--- src/lsfa_ram.sv ---
`default_nettype none
module lsfa_ram #(
  parameter int WIDTH = 12,
  parameter int DEPTH = 256
) (
  input  wire logic                     clk,
  input  wire logic                     we,
  input  wire logic [$clog2(DEPTH)-1:0] waddr,
  input  wire logic [WIDTH-1:0]         wdata,
  input  wire logic                     re,
  input  wire logic [$clog2(DEPTH)-1:0] raddr,
  output logic      [WIDTH-1:0]         rdata
);

  logic [WIDTH-1:0] mem [DEPTH];
  logic [WIDTH-1:0] rdata_r;

  always_ff @(posedge clk) begin
    if (we) begin
      mem[waddr] <= wdata;
    end
    if (re) begin
      rdata_r <= mem[raddr];
    end
  end

  assign rdata = rdata_r;

endmodule
`default_nettype wire

--- config.mk ---
export PLATFORM = sky130hd
export DESIGN_NAME = lsfa_ram
export DESIGN_NICKNAME = d
export VERILOG_FILES = /design/src/lsfa_ram.sv
export SDC_FILE = /design/constraint.sdc
export NUM_CORES = 2
export LEC_CHECK = 0
export BUFFER_PORTS_ARGS = -buffer_cell sky130_fd_sc_hd__buf_2
export CAP_MARGIN = 10
export CORE_MARGIN = 4
export CORE_UTILIZATION = 28
export DETAILED_ROUTE_END_ITERATION = 12
export GPL_TIMING_DRIVEN = 0
export HOLD_SLACK_MARGIN = 0.06
export PLACE_DENSITY = 0.52
export SYNTH_ARGS = -nofsm -noshare
export SYNTH_HDL_FRONTEND = slang
export SYNTH_SLANG_ARGS = --single-unit
--- constraint.sdc ---
create_clock -name clk -period 2.7 [get_ports clk]
set_input_delay 0.81 -clock clk [delete_from_list [all_inputs] [get_ports clk]]
set_output_delay 0.81 -clock clk [all_outputs]
set_load 0.01 [all_outputs]
# Word level (Yosys, flattened, before mapping)
# Memories as Yosys holds them, arrays and structs flattened. A register that Yosys moved wholly into a read port is not among the register bits.
# Cells that the tools add are included.
[word_totals]
reg_bits = 0
mem_bits_rw = 3072
inputBits = 31
output_inout_bits = 12
wordCells = 3
memories = 1
[mem_list]
columns = ["name", "words", "word_bits", "read_ports", "rd_ports_with_merged_regs", "wr", "line", "rtl"]
rows = [
  ["mem", 256, 12, 1, 1, 1, "15", "logic [WIDTH-1:0] mem [DEPTH];"],
]
[classes]
muxes = 2
[ops]
columns = ["cell", "n"]
rows = [
  ["2-to-1 mux 1 bit", 2],
]

# Longest topological paths before layout
[logic_depth]
word_depth = 2
depth_mapped = 11
depth_no_buf = 6

# Worst setup path before layout
# OpenSTA, ideal clock, no wires.
[synth_timing]
kind = "input port to flip-flop"
from = "in raddr[0]"
to = "reg rdata_r[3] (netlist: rdata[3]), read port of mem, data pin"
setup_ps = 266
arrival_time_ps = 2604
required_time_ps = 2434
setup_slack_ps = -169
path_stages = 8
n_path_buf = 3
path_cell_list = "buf_6 -> buf_6 -> buf_4 -> mux4_2 -> a221oi_2 -> o22ai_1 -> nor4_1 -> nor4_1"
[synth_rtl]
columns = ["element", "line", "rtl"]
rows = [
  ["from (decl)", "11", "input wire logic [$clog2(DEPTH)-1:0] raddr,"],
  ["to (decl)", "16", "logic [WIDTH-1:0] rdata_r;"],
]

==> flow_summary.yaml <==
sta:
  tightestPinTransition_ns: 1.461
  fin_ws_ns: -0.3168
  maxSlewHeadroom_pct: 2.581
  setup_viol_count_final: 185
  finalCriticalPeriod_ns: 3.017
  grt_setup_unrepaired: "yes"
  clock_skew_ns: 0.07240
  min_period_over_period_pct: 111.7
  max_freq_ghz: 0.3315
  hold_violations: 0
  final-max-slew-violation-count: 0
  fin_setup_tns_ns: -15.95
detailed_routing:
  vias_per_cell: 5.454
  firstDrtPassIters: 8
  num_vias: 66410
  ant_nets: 0
  routed_wirelength_mm: 456.1
  drtIter0Drc: 10600
  drc: 0
  wire_per_inst_um: 37.45
global_routing:
  grt_usage_pct: 20.40
  grt_pass1_vias: 63920
  overflow: 0
  antenna_found_initial: 25
  grt_pass1_wl_mm: 598.4
  grt_max_degree: 157
synthesis:
  synth_cells: 5506
  synth_top_area_share_pct: 77.98
  synthTopCellsByArea: "edfxtp_1 78%, mux4_2 12%, mux2i_1 1.9%"
  synthArstFlopShare_pct: 0
  syn_area_per_cell_um2: 21.57
  synth_ff_type: "edfxtp_1"
  synth_cell_types: 60
  seq_area_frac_synth_pct: 77.98
  yosys.area.top_type: "edfxtp_1"
  synth_edf_count: 3084
  ys_seq_elements: 3084
  synth_area_um2: 118800
  syn-num-nets: 5537
  synth_warnings: 0
clock_tree:
  path_clk_slew_ns: 0.06
  clk_latency_ns: 0.93
  cts_inserted_buffers: 319
  hold_buffers: 0
  clock_sinks: 3084
  cts_tree: "yes"
  root_buffer: "clkbuf_16"
  cts_buffer_depth: 4
  htreeDepth: 5
power:
  power_leakage_nw: 45.76
  p_per_area_nw_per_um2: 702.8
  ir_drop_mv: 0.5259
setup_path:
  max_stage_delay_ns: 0.69
  crit_family: "compound AO/OA/AOI/OAI gates"
  startpoint_type: "input pin"
  crit_chain: "buf_16, buf_16, buf_12, buf_16, buf_16, mux4_2, a221oi_4, o32ai_4, nor3_2, nor4_4"
  cp_max_fo: 6
  end_kind: "flop"
  cp_data_required_time_ns: 3.29
  crit_arrival_ns: 3.61
  critPathBufInv: 5
  critPathSlowestCell: "a221oi_4"
  worstSetupPathType: "input pin to flop"
  critPathMostFrequentCell: "buf_16"
placed_design:
  globalplace.congestion: 0.9627
  io_buffers: 33
  dpl.hpwl_mm: 306.7
final_layout:
  regArea_um2: 92610
  fin_util_pct: 35.14
  fin_nets: 6321
  n_fill_cell: 38650
  multiInputGateArea_um2: 27940
  layout-drive-gt1-share_pct: 38.05
  area_growth_pct: 24.69
floorplan:
  row_count: 238
  dieWidth_um: 659.2
  initial_utilization_pct: 28.18
  die_h_um: 659.2
  dieArea_um2: 434600
  core_um2: 421400
  ios: 43
min_path:
  hp-class: "input pin to flop"
flow_run:
  maxCapViolCount: 0
run_status:
  violations: "negative setup slack"
  status: "finished with violations"
==> through the flow <==
stage          power [mW]  instance area (um2)  setup slack, ns  hold WS [ns]  cells
2_1_floorplan       56.44               119100          -0.1015        0.8439   5506
3_3_place_gp        60.17               126300           -4.801         1.241  11180
3_5_place_dp        60.27               129700           -3.545         1.083  11390
4_1_cts             104.0               146600          -0.2550        0.1537  12110
5_1_grt             106.4               148100          -0.1892        0.1739  12170
6_report            104.1               148100          -0.3168        0.1910  12180
==> path summary, 6_finish.rpt <==
check | start | end | slack [ns] | cells past startpoint
max | raddr[0] | rdata[11] | -0.32 | 10
min | wdata[4] | mem[41][4] | 0.19 | 1
max reg2reg | mem[83][10] | rdata[10] | -0.09 | 6
min reg2reg | mem[7][0] | rdata[0] | 1.47 | 5
==> placed cells by master (no fill, tap or decap), types with 60 or more instances in the layout <==
cell and count:
a21oi_1 60, a22oi_1 165, buf_12 98, buf_16 99, buf_4 234, buf_6 89, buf_8 101, clkbuf_1 84
clkbuf_16 337, clkinv_1 65, clkinv_2 65, edfxtp_1 3084, mux2i_1 214, mux4_2 636, nor2_2 140, nor2_4 103
==> routing by layer <==
layer | up-vias | part of all wire [%] | global-route usage [%]
met5 | - | 0.015 | 0
li1 | 24960 | - | -
met2 | 4556 | 45 | 31.08
met4 | 10 | 6.1 | 10.48
met3 | 965 | 12 | 5.902
met1 | 35920 | 37 | 26.45
==> logic make-up after synthesis <==
logic type,count (synthesis),share of synthesized area [%]
simple gates,550,2.169
compound gates,637,3.741
buf+inv,341,1.831
mux,894,14.27
flops,3084,77.98
==> worst register-to-register path, cell delays in order, from the launching register on <==
cell and delay [ns]:
edfxtp_1 0.36, mux4_2 0.47, a22o_1 0.33, a221oi_4 0.56, o32ai_2 0.25, o32ai_4 0.41
nor3_4 0.14
==> cell usage after synthesis (9+ instances only) <==
master and count:
mux2i_1 223, mux2_2 28, nor3_1 33, nand2_1 45, a22o_1 19, o221ai_1 53, buf_4 33, o21ai_0 34
nand3_1 32, buf_2 72, buf_8 14, o22ai_1 88, edfxtp_1 3084, buf_12 16, a31oi_1 16, clkbuf_1 153
nand4_1 13, nor4_1 34, a211oi_1 20, buf_6 35, a21oi_1 121, nor2b_1 37, o32ai_1 11, buf_1 15
nand2b_1 9, nor2_1 302, a22oi_1 215, mux4_2 636, a221oi_1 19
==> power by group <==
part | total [mW] | switching [mW] | internal [mW]
logic | 8.06 | 5.33 | 2.73
clock network | 43.2 | 18.8 | 24.3
registers | 52.8 | 0.0290 | 52.8
total | 104 | 24.2 | 79.9
==> state kept, by name, indices dropped and copies added, names as in the netlist <==
signal  cells
rdata      12
mem      3072
==> area by class of cell <==
type                       count  area share [%]
timing repair buffer         474           3.956
buffer                       327           3.178
clock buffer                 385           5.644
sequential                  3084           62.54
multi-input combinational   2081           18.87
antenna                        9         0.01521
clock inverter               174           1.022
tap                         5640           4.766
inverter                       3         0.01098
==> timing repair <==
| action | in CTS | in global routing |
|---|---|---|
| endpoints found under the setup margin | 1320 | 1071 |
| gates resized for setup | 1172 | 224 |
| pin swaps | 100 | 96 |
| buffers inserted | 160 | 59 |
| cloned | 11 | 1 |
Note: power is estimated with default switching activity, not from simulation.
