$ cat src/lsfa_pkg.sv
`default_nettype none
package lsfa_pkg;

  // Field widths of the channels and registers
  localparam int SAMPLE_W     = 12;
  localparam int PIX_OUT_W    = 8;
  localparam int AVG_OUT_W    = 12;
  localparam int TRANS_W      = 19;
  localparam int NUM_FRAMES_W = 9;
  localparam int CFG_IDX_W    = 1;
  localparam int CFG_DATA_W   = 9;

  // Storage and arithmetic
  localparam int ACC_W   = 20;
  localparam int BASE_W  = 12;
  localparam int PCT_W   = 7;
  localparam int PERCENT = 100;
  localparam int MIN_RESET = 4095;

  typedef enum logic [CFG_IDX_W-1:0] {
    REG_NUM_FRAMES = 1'b0,
    REG_CAPTURE    = 1'b1
  } cfg_reg_t;

  typedef struct packed {
    logic busy;
    logic done;
  } div_stat_t;

endpackage
`default_nettype wire

$ cat src/lsfa_div.sv
`default_nettype none
// Restoring divider, one quotient bit per cycle.
module lsfa_div #(
  parameter int N = 20,
  parameter int M = 13
) (
  input  wire logic               clk,
  input  wire logic               rst_n,
  input  wire logic               start,
  input  wire logic [N-1:0]       dividend,
  input  wire logic [M-1:0]       divisor,
  output lsfa_pkg::div_stat_t     stat,
  output logic      [N-1:0]       quotient
);
  import lsfa_pkg::*;

  localparam int CNT_W = $clog2(N + 1);

  logic [N-1:0]     quo_r;
  logic [M-1:0]     rem_r;
  logic [M-1:0]     dvs_r;
  logic [CNT_W-1:0] cnt_r;
  logic             busy_r;
  logic             done_r;

  logic [M:0]   trial;
  logic [M:0]   diff;
  logic         ge;
  logic [M-1:0] rem_nxt;

  always_comb begin
    trial   = {rem_r, quo_r[N-1]};
    diff    = trial - {1'b0, dvs_r};
    ge      = trial >= {1'b0, dvs_r};
    rem_nxt = ge ? diff[M-1:0] : trial[M-1:0];
  end

  always_ff @(posedge clk) begin
    if (!rst_n) begin
      busy_r <= 1'b0;
      done_r <= 1'b0;
      cnt_r  <= '0;
    end else begin
      done_r <= 1'b0;
      if (start) begin
        quo_r  <= dividend;
        rem_r  <= '0;
        dvs_r  <= divisor;
        cnt_r  <= CNT_W'(N);
        busy_r <= 1'b1;
      end else if (busy_r) begin
        quo_r <= {quo_r[N-2:0], ge};
        rem_r <= rem_nxt;
        cnt_r <= cnt_r - 1'b1;
        if (cnt_r == CNT_W'(1)) begin
          busy_r <= 1'b0;
          done_r <= 1'b1;
        end
      end
    end
  end

  assign stat.busy = busy_r;
  assign stat.done = done_r;
  assign quotient  = quo_r;

  a_start_idle: assert property (@(posedge clk) disable iff (!rst_n) start |-> !busy_r)
    else $error("divider started while busy");
  a_done_pulse: assert property (@(posedge clk) disable iff (!rst_n) done_r |-> !busy_r)
    else $error("divider done while still busy");
  a_busy_count: assert property (@(posedge clk) disable iff (!rst_n)
                                 busy_r |-> cnt_r != '0)
    else $error("divider busy with empty count");

endmodule
`default_nettype wire

$ cat config.mk
export PLATFORM = sky130hd
export DESIGN_NAME = lsfa_div
export DESIGN_NICKNAME = d
export VERILOG_FILES = /design/src/lsfa_pkg.sv /design/src/lsfa_div.sv
export SDC_FILE = /design/constraint.sdc
export NUM_CORES = 1
export LEC_CHECK = 0
export BUFFER_PORTS_ARGS = -buffer_cell sky130_fd_sc_hd__buf_2
export CAP_MARGIN = 20
export CORE_UTILIZATION = 59
export CTS_CLUSTER_DIAMETER = 150
export DETAILED_ROUTE_END_ITERATION = 7
export PLACE_DENSITY = 0.86
export REMOVE_ABC_BUFFERS = 1
export SLEW_MARGIN = 30
export SYNTH_ARGS = -nofsm -noshare
export SYNTH_HDL_FRONTEND = slang
export SYNTH_SLANG_ARGS = --single-unit
$ cat constraint.sdc
create_clock -name clk -period 7 [get_ports clk]
set_clock_uncertainty 0.15 [all_clocks]
set_input_delay 1.05 -clock clk [delete_from_list [all_inputs] [get_ports clk]]
set_output_delay 1.05 -clock clk [all_outputs]
set_load 0.03 [all_outputs]
After elaboration in Yosys (flattened, before gate mapping)
Index checks and enable logic that the tools add are counted.
{"block": "totals", "in_bits": 36, "register_bits": 53, "wordCells": 28}
{"block": "op_classes", "bitwise_logic": 2, "n_reduce_logical": 5, "add_sub_neg": 2, "n_mux": 10, "n_eq_ne": 1, "magnitude_cmp": 1}
{"op": "two-way mux 20 bit", "count": 2}
{"op": "two-way mux 13 bit", "count": 2}
{"op": "greater-or-equal comparator 14 x 13 -> 1 bit", "count": 1}
{"op": "subtractor 13 bit", "count": 1}
{"op": "two-way mux 5 bit", "count": 2}
{"op": "== test 5 x 1 -> 1 bit (second input constant)", "count": 1}
{"op": "subtractor 5 x 1 -> 5 bit (second input constant)", "count": 1}
{"op": "two-way mux 1 bit", "count": 4}
{"op": "AND reduction 2 bit", "count": 2}
{"op": "OR reduction 3 bit", "count": 1}
{"op": "NOT 1 bit", "count": 2}
{"op": "nonzero test 2 bit", "count": 1}
{"op": "OR reduction 2 bit", "count": 1}

Longest topological paths before layout
Gate-level depths: netlist (run 1).
{"block": "logic_depth", "ltp_word": 4, "ltp_mapped": 11}

Least setup slack after synthesis (run 1)
Ideal clock, no wire load.
{"block": "synth_timing", "path_kind": "reg2reg", "start": "reg quo_r[19] (netlist: quotient[19])", "end": "reg quo_r[0] (netlist: quotient[0]) (data pin)", "arrival_ps": 2408, "path_slack_ps": 4182, "setup_time_ps": 260, "t_required_ps": 6590, "stages_incl_launch_ff": 11, "path_cell_list": "edfxtp_1 > inv_1 > ha_1 > inv_1 > fa_1 > a211oi_2 > o21ai_2 > o211ai_4 > nand2_4 > buf_6 > mux2_2"}
{"block": "synth_via", "elab_chain_cells": 3}
{"element": "from (decl)", "line_no": "lsfa_div.sv:19", "rtl": "logic [N-1:0] quo_r;"}
{"element": "from (signal assigned)", "line_no": "lsfa_div.sv:46", "rtl": "quo_r <= dividend;"}
{"element": "from (signal assigned)", "line_no": "lsfa_div.sv:52", "rtl": "quo_r <= {quo_r[N-2:0], ge};"}
{"element": "greater-or-equal comparator 14 x 13 -> 1 bit", "line_no": "lsfa_div.sv:34", "rtl": "ge = trial >= {1'b0, dvs_r};"}
{"element": "two-way mux 20 bit", "line_no": "lsfa_div.sv:51", "rtl": "end else if (busy_r) begin"}
{"element": "two-way mux 20 bit", "line_no": "lsfa_div.sv:45", "rtl": "if (start) begin"}
No other way between the ends. The select of a mux whose other input is x is not followed.
A chain may end at the register's enable or synchronous reset.

Final worst setup path (run 1)
{"block": "layout_timing", "start": "reg quo_r[19] (netlist: quotient[19])", "end": "reg rem_r[4] (data pin)"}
{"block": "layout_via", "elab_chain_cells": 3, "word_cells_on_any_way": 4, "classes_between": "add/sub: 1; order compare: 1; mux: 2"}
{"element": "subtractor 13 bit or greater-or-equal comparator 14 x 13 -> 1 bit (tied branches)", "line_no": "lsfa_div.sv:33, lsfa_div.sv:34"}
{"element": "two-way mux 13 bit *", "line_no": "lsfa_div.sv:35", "rtl": "rem_nxt = ge ? diff[M-1:0] : trial[M-1:0];"}
{"element": "two-way mux 13 bit *", "line_no": "lsfa_div.sv:51"}
{"element": "to (signal assigned)", "line_no": "lsfa_div.sv:53", "rtl": "rem_r <= rem_nxt;"}
{"element": "to (decl)", "line_no": "lsfa_div.sv:20", "rtl": "logic [M-1:0] rem_r;"}
Mark *: on every way between the ends. The rest lies on a longest branch, timed or not. The select of a mux whose other input is x is not followed.

==> run summary, run 1 <==
For the clock latency on the worst-skew pair, the log shows 0.29 ns. The number of hold violations in the final report is 0, and the post-synth design cell area is 2820 um2. Ranked by total cell area, the synthesized netlist is headed by sky130_fd_sc_hd__edfxtp_1, sky130_fd_sc_hd__mux2_2, sky130_fd_sc_hd__ha_1, sky130_fd_sc_hd__dfxtp_1, sky130_fd_sc_hd__nor2_1.

The completed layout was analyzed and its total power is 0.000744 W. Wires add up to 5.11 mm. Entering global routing, the biggest net connects 40 pins. Worst-case reg-to-reg path depth: 10. In the post-synthesis netlist, the cell with the most instances is sky130_fd_sc_hd__edfxtp_1.

By startpoint and endpoint, the worst setup path is classified as reg -> reg. The endpoint kind of the worst setup timing path was a flip-flop. The run gives 24 as the total number of placement rows.

The xor-xnor portion of the synthesized cell area works out to 0.0341. Relative to the synthesized area, the layout overhead comes to 14.0%. In the routed design, unresolved DRC markers number 0. 0 antenna diodes ended up in the layout. Setup repair after global routing left no endpoint under its margin.

By instance count, the cell type seen most on the critical path is sky130_fd_sc_hd__inv_1. The run gives 0.539 as the proportion of synthesized chip area in sequential cells. The tools report the top-level I/O count as 58. The fraction of the mapped netlist area in adder cells was 0.0736. Cell with the biggest individual delay on the critical path: sky130_fd_sc_hd__fa_1. Sorting the synthesized cells by how often they occur yields sky130_fd_sc_hd__edfxtp_1, sky130_fd_sc_hd__nor2_1, sky130_fd_sc_hd__inv_1, sky130_fd_sc_hd__mux2_2.

Global-route wire length before repair: 8.74 mm. The finished cells cover 3220 um2. For this design the static power due to leakage is 1.35 nW. Of all nets on the critical path, the largest fanout is 17. The slew at the pin closest to its max-slew limit is 0.781 ns.

The standard cell area after detailed placement is 3130 um2, and the die width is 71.2 um. Counting along the longest clock path gives a buffer depth of 2. The die covers 5070 um2. The placed wire-length estimate after detailed placement is 3.63 mm.

The top cell type's share of synthesized area is 0.489, and the post-synthesis instance total is 231. The final weighted congestion of routability-driven global placement is 0.818. The worst slew margin relative to its limit was 0.479; the synthesized-area fraction occupied by ao, oa, aoi and oai cells was 0.117. The core area is 4470 um2. The run gives 0.631 as the initial cell density of the core.

TritonCTS created 5 clock buffers. The end point of the critical path is rem_r[4]. On the final layout, the worst hold slack is 0.361 ns. For flop-to-flop paths, the worst setup slack is 4.26 ns. For the final routed database, the setup TNS stands at 0 ns.

After detailed routing, the number of vias per cell comes to 5.68. For this design, the CTS-stage hold fixing added 0 buffers. Each instance of the synthesized netlist takes up on average 12.2 um2. For the worst setup path, the data required time is 6.88 ns.

The tools report the reg-to-reg critical path startpoint as quotient[19]. The average wire length per cell after detail routing was 15.0 um; the layout net count was 340. After synthesis, the largest family of logic cells by area is compound AO/OA/AOI/OAI gates. The flow ran to the end, and the final reports show no timing, DRC or antenna violations. The most area-hungry cell type in the Yosys netlist was sky130_fd_sc_hd__edfxtp_1.

The maximum frequency from static timing analysis is 365 MHz. The worst setup margin is 4.26 ns, and the number of pins exceeding their max-slew limit in the final report is 0. The buffer type at the clock tree root is sky130_fd_sc_hd__clkbuf_8.

The via count of the first global-routing pass was 1917; the total vias in the final route was 1936. Setup violations remaining at the end of the flow were counted as 0. The count of yosys warnings during synthesis was 0.

The global-route congestion overflow total is 0. Post-CTS timing repair inserted 0 buffers for setup. The worst hold path depth was 2; the global-route usage over all layers was 0.225. Prevailing post-synth register cell: sky130_fd_sc_hd__edfxtp_1. At the placement stage, the worst setup path has a slack of 4.20 ns.

The fraction of final layout cells with drive strength greater than 1 was 0.322; the initial antenna violation count was 0. The number of DRC violations after detailed-routing iteration 0 is 143, and the clock sink total is 53. The antenna violation net count after detailed routing came out at 0.

The final cycle utilization of the critical path is 0.392. The endpoint identified for the worst register-to-register timing path is rem_r[4]. The clock-pin slew on the worst setup and hold paths is 0.09 ns.

For this run, the detailed router's first-pass iteration total came to 4. On the worst path, the slowest cell contributes a delay of 0.42 ns. The worst min-delay path class is reg -> reg. In this run, synthesis inferred 46 flip-flops with an integrated enable. The die is 71.2 um tall. The H-tree was split into 2 levels. TritonCTS built the clock tree.

The highest ir drop seen on vdd is 0.000199 V, and the max-capacitance violation count is 0. The count of buffers from port buffering works out to 57. The simple-gate share of the synthesized area was 0.0926; the share of async-settable or async-resettable flops after synthesis was 0. The number of different library cells used by synthesis comes to 44. The power density over the cells works out to 231 nW/um2. The number of synthesized register bits is 53, and the minimum period implied by the final worst setup slack is 2.74 ns. The mux cell area share after synthesis came out at 0.101. The critical path goes through inv_1 -> ha_1 -> inv_1 -> fa_1 -> a211oi_2 -> o21ai_2 -> o211ai_4 -> nand2_4 -> mux2i_1 -> nor2_1. In this run the worst setup path begins at quotient[19].

The worst setup path is launched from a flip-flop. Post-CTS repair changed the size of 0 cells. Data on the critical path arrives at its endpoint at 2.62 ns.
placed cells by master (no fill, tap or decap), types with 3 or more instances in the layout:
cell type and count:
sky130_fd_sc_hd__nand3_1 5, sky130_fd_sc_hd__a21o_1 3, sky130_fd_sc_hd__mux2i_1 6, sky130_fd_sc_hd__buf_2 57
sky130_fd_sc_hd__mux2_2 20, sky130_fd_sc_hd__nor2_1 22, sky130_fd_sc_hd__inv_1 20, sky130_fd_sc_hd__dfxtp_1 7
sky130_fd_sc_hd__nor3_1 6, sky130_fd_sc_hd__edfxtp_1 46, sky130_fd_sc_hd__nand2b_1 3, sky130_fd_sc_hd__a21oi_1 15
sky130_fd_sc_hd__o21a_1 5, sky130_fd_sc_hd__ha_1 15, sky130_fd_sc_hd__nand2_1 7, sky130_fd_sc_hd__a211oi_2 3
sky130_fd_sc_hd__xnor2_1 9, sky130_fd_sc_hd__o211ai_1 3, sky130_fd_sc_hd__clkbuf_8 5
kinds of logic (layout without fill, tap and decap cells):
logic type                 count (synthesis)  in the layout
DFF                                       53             53
and+or+nand+nor                           53             53
AOI/OAI and AO/OA                         44             44
buffers and inverters                     28             86
muxes                                     26             26
adders and majority gates                 16             16
xor gates and xnor gates                  11             11
sequential cells by signal, indices dropped and copies added, names as in the netlist:
register / cells
busy_r: 1
cnt_r: 5
done_r: 1
dvs_r: 13
quotient: 20
rem_r: 13
area by class of cell:
| class | count | area [um2] |
|---|---|---|
| tap | 52 | 65.1 |
| sequential | 53 | 1520 |
| inverter | 20 | 75.1 |
| multi-input combinational | 150 | 1180 |
| fill | 308 | 1260 |
| timing repair buffer | 58 | 293 |
| clock buffer | 7 | 76.3 |
| clock inverter | 1 | 7.51 |
worst max-delay path, delay by kind of cell (launching register included):
kind	cells	cell delay (ns)
compound gates	3	0.71
fa+ha+maj	2	0.58
buf+inv	2	0.12
flops	1	0.41
mux	1	0.24
simple gates	2	0.26
report_power, final:
part / internal [W] / leakage, nW / switching [W]
Clock: 0.0000709 / 0.0385 / 0.0000938
Combinational: 0.0000805 / 0.814 / 0.000111
Sequential: 0.000374 / 0.497 / 0.0000131
worst min-delay path by stage:
stage,endpoint,slack [ns],start
floorplan,cnt_r[1],0.32,cnt_r[1]
global placement,cnt_r[1],0.33,cnt_r[1]
detailed placement,cnt_r[1],0.35,cnt_r[1]
CTS,cnt_r[1],0.36,cnt_r[1]
global route,cnt_r[1],0.40,cnt_r[1]
finish,cnt_r[1],0.36,cnt_r[1]
routing by layer:
metal,GRT usage,vias to the layer above,part of all wire
met4,0.0867,0,0.016
met3,0.0470,9,0.060
li1,-,957,-
met1,0.304,903,0.44
met2,0.361,67,0.48
met5,0,-,0
through the flow:
stage               std cells   util
finish                    341  0.719
global route              341  0.719
CTS                       341  0.719
detailed placement        333  0.701
global placement          333  0.701
floorplan                 223      -
Power figures use the tool's default switching activity.
==> run 2: changes to the inputs <==
--- a/config.mk
+++ b/config.mk
@@ -7,10 +7,10 @@
 export LEC_CHECK = 0
 export BUFFER_PORTS_ARGS = -buffer_cell sky130_fd_sc_hd__buf_2
 export CAP_MARGIN = 20
-export CORE_UTILIZATION = 59
+export CORE_UTILIZATION = 55
 export CTS_CLUSTER_DIAMETER = 150
 export DETAILED_ROUTE_END_ITERATION = 7
-export PLACE_DENSITY = 0.86
+export PLACE_DENSITY = 0.81
 export REMOVE_ABC_BUFFERS = 1
 export SLEW_MARGIN = 30
 export SYNTH_ARGS = -nofsm -noshare
==> constraint.sdc (replaced) <==
create_clock -name clk -period 2.8 [get_ports clk]
set_clock_uncertainty 0.15 [all_clocks]
set_input_delay 0.42 -clock clk [delete_from_list [all_inputs] [get_ports clk]]
set_output_delay 0.42 -clock clk [all_outputs]
set_load 0.03 [all_outputs]
==> run summary, run 2 (synthesis gave the netlist of run 1 again) <==
Detailed-route DRC error count: 0 (unchanged). The run gives 0 (unchanged) as the antenna cell count. Global-route congestion overflow total: 0 (unchanged).

Count of buffers from port buffering: 57 (unchanged). The initial cell density of the core was 0.586 (was 0.631). For the count of endpoints failing setup in the final report, the log shows 0 (unchanged). For the sequential cell fraction of total power, the log shows 0.515 (was 0.521). The run gives 2.72 ns (was 6.88 ns) as the required time at the endpoint of the critical path. Clock-pin slew on the worst setup and hold paths: 0.10 ns (was 0.09 ns). The run gives 0.682 (was 0.719) as the end-of-flow core utilization. The worst-case reg-to-reg path depth came out at 9 (was 10).

The final cycle utilization of the critical path is 0.946 (was 0.392). The post-detailed-route via-to-cell ratio is 5.35 (was 5.68), and the total number of placement rows is 25 (was 24). The die boundary height is 73.6 um (was 71.2 um), and the power density over the cells is 572 nW/um2 (was 231 nW/um2).

The start point of the critical path was quotient[19] (unchanged). The worst setup margin is 0.152 ns (was 4.26 ns). Global-route wire length before repair: 8.09 mm (was 8.74 mm). The net switching component of the power is 0.000558 W (was 0.000218 W). The tools report the via count of the first global-routing pass as 1773 (was 1917). The most common cell after layout, fill and taps aside is sky130_fd_sc_hd__buf_2 (unchanged). The highest ir drop seen on vdd was 0.000357 V (was 0.000199 V). The max-capacitance violation count is 0 (unchanged), and the placed wire-length estimate after detailed placement is 3.55 mm (was 3.63 mm). Number of pins exceeding their max-slew limit in the final report: 0 (unchanged). The minimum period implied by the final worst setup slack came out at 2.65 ns (was 2.74 ns). The setup slack of the worst register-to-register path was 0.15 ns (was 4.26 ns); the fraction of power spent switching nets was 0.297 (was 0.293). The antenna violation net count after detailed routing is 0 (unchanged), and the number of DRC violations after detailed-routing iteration 0 is 71 (was 143).

The average wire length per cell after detail routing is 13.9 um (was 15.0 um), and the final weighted congestion of routability-driven global placement is 0.857 (was 0.818). Buffer type at the clock tree root: sky130_fd_sc_hd__clkbuf_8 (unchanged). The fraction of final layout cells with drive strength greater than 1 came out at 0.337 (was 0.322). The slew at the pin closest to its max-slew limit was 0.548 ns (was 0.781 ns). Commonest cells after routing, fill and taps aside: sky130_fd_sc_hd__buf_2, sky130_fd_sc_hd__edfxtp_1, sky130_fd_sc_hd__nor2_1 (unchanged).

The area added between synthesis and finish was 16.4% (was 14.0%); the clock sink total was 53 (unchanged). The maximum frequency from static timing analysis came out at 378 MHz (was 365 MHz). The critical path class was reg -> reg (unchanged). The proportion of power drawn by the clock network was 0.228 (was 0.222).

The initial antenna violation count came out at 0 (unchanged). End point of the critical path: quotient[0] (was rem_r[4]). The static power due to leakage is 1.38 nW (was 1.35 nW), and the full die area is 5420 um2 (was 5070 um2). The layout net count came out at 345 (was 340). The wire length after detailed routing is 5.01 mm (was 5.11 mm).

The die width works out to 73.6 um (was 71.2 um). Core area: 4820 um2 (was 4470 um2). The flip-flop count of the largest register, all copies and words added is 20 (unchanged), and the peak fanout along the critical path is 17 (unchanged). Top-level I/O count: 58 (unchanged). The cell area after layout came out at 3290 um2 (was 3220 um2). TritonCTS built the clock tree. The logs give 0.201 (was 0.225) for the global-route usage over all layers and 0.0589 ns (was 4.20 ns) for the placement-stage worst setup slack. Critical register-to-register path endpoint: quotient[0] (was rem_r[4]). For the clock latency on the worst-skew pair, the log shows 0.30 ns (was 0.29 ns). The maximum root-to-sink buffer count was 2 (unchanged). The endpoint kind of the worst setup timing path is a flip-flop (unchanged).

The tools report the H-tree level count as 2 (unchanged). The run finished with clean final reports. The first-pass detailed-route iteration total came out at 4 (unchanged). The tools report the worst path arrival time as 2.57 ns (was 2.62 ns). For the total vias in the final route, the log shows 1931 (was 1936).

The total CTS buffers is 5 (unchanged), and the number of hold violations in the final report is 0 (unchanged). The tools report the reg-to-reg critical path startpoint as quotient[19] (unchanged). The logs give 3170 um2 (was 3130 um2) for the standard cell area after detailed placement and 0.257 (about the same) for the combinational group share of total power.

Maximum number of pins on one net before global-route repair: 31 (was 40). The logs give 0.635 (was 0.479) for the worst slew margin relative to its limit and 0.00132 W (was 0.000526 W) for the internal power summed over all cells. The worst min-delay path class was in -> reg (was reg -> reg).

The tools report the startpoint type of the worst setup path as a flip-flop (unchanged). The number of inserted filler cells in the final layout came out at 377 (was 308).
-- run 2: metal layers --
layer / vias up / global-route usage / part of all wire
met5: - / 0 / 0
met4: 0 / 0.0598 / 0.0094
met3: 5 / 0.0480 / 0.055
met2: 61 / 0.323 / 0.48
met1: 893 / 0.270 / 0.46
li1: 972 / - / -
-- run 2: how the worst min path moves through the flow --
stage,startpoint,endpoint,slack [ns],depth (start not counted)
after floorplan,cnt_r[1],cnt_r[1],0.32,2
after global routing,divisor[7],dvs_r[7],0.13,1
after CTS,divisor[10],dvs_r[10],0.13,1
final,divisor[12],dvs_r[12],0.14,1
after global placement,cnt_r[1],cnt_r[1],0.33,2
after detailed placement,cnt_r[1],cnt_r[1],0.35,2
-- run 2: timing repair --
action	in CTS	in global routing
setup endpoints to repair	0	10
hold buffers	0	0
setup buffers	0	3
gates resized for setup	0	1
endpoints found under the hold margin	0	0
-- run 2: power groups by stage --
stage	Sequential [W]	Combinational (W)	Clock (W)
2_1_floorplan	0.00102	0.000316	0
3_3_place_gp	0.000985	0.000461	0
3_5_place_dp	0.000985	0.000472	0
4_1_cts	0.000968	0.000477	0.000438
5_1_grt	0.000975	0.000534	0.000451
6_report	0.000968	0.000484	0.000428
-- run 2: stage by stage --
step | setup TNS, ns | std cells | total power [W] | hold WS, ns
after floorplan | 0 | 223 | 0.00133 | 0.318
after global placement | 0 | 350 | 0.00145 | 0.333
after detailed placement | 0 | 350 | 0.00146 | 0.353
after CTS | 0 | 358 | 0.00188 | 0.127
after global routing | -0.00765 | 361 | 0.00196 | 0.125
final | 0 | 361 | 0.00188 | 0.135
-- run 2: area by class of cell --
class,instances,area [um2],share of cell area
repair buffers,63,330,0.101
multi-input cells,150,1190,0.362
flip-flops and latches,53,1520,0.463
clock buffers,6,72.6,0.0221
well taps,67,83.8,0.0255
clock inverters,2,13.8,0.00419
inverters,20,75.1,0.0228
-- run 2: critical path, stage by stage, from the launching register on --
cell	delay, ns
sky130_fd_sc_hd__edfxtp_1	0.41
sky130_fd_sc_hd__inv_1	0.07
sky130_fd_sc_hd__ha_1	0.15
sky130_fd_sc_hd__inv_1	0.05
sky130_fd_sc_hd__fa_1	0.42
sky130_fd_sc_hd__a211oi_2	0.27
sky130_fd_sc_hd__o21ai_2	0.14
sky130_fd_sc_hd__o211ai_4	0.29
sky130_fd_sc_hd__nand2_8	0.17
sky130_fd_sc_hd__mux2_2	0.29
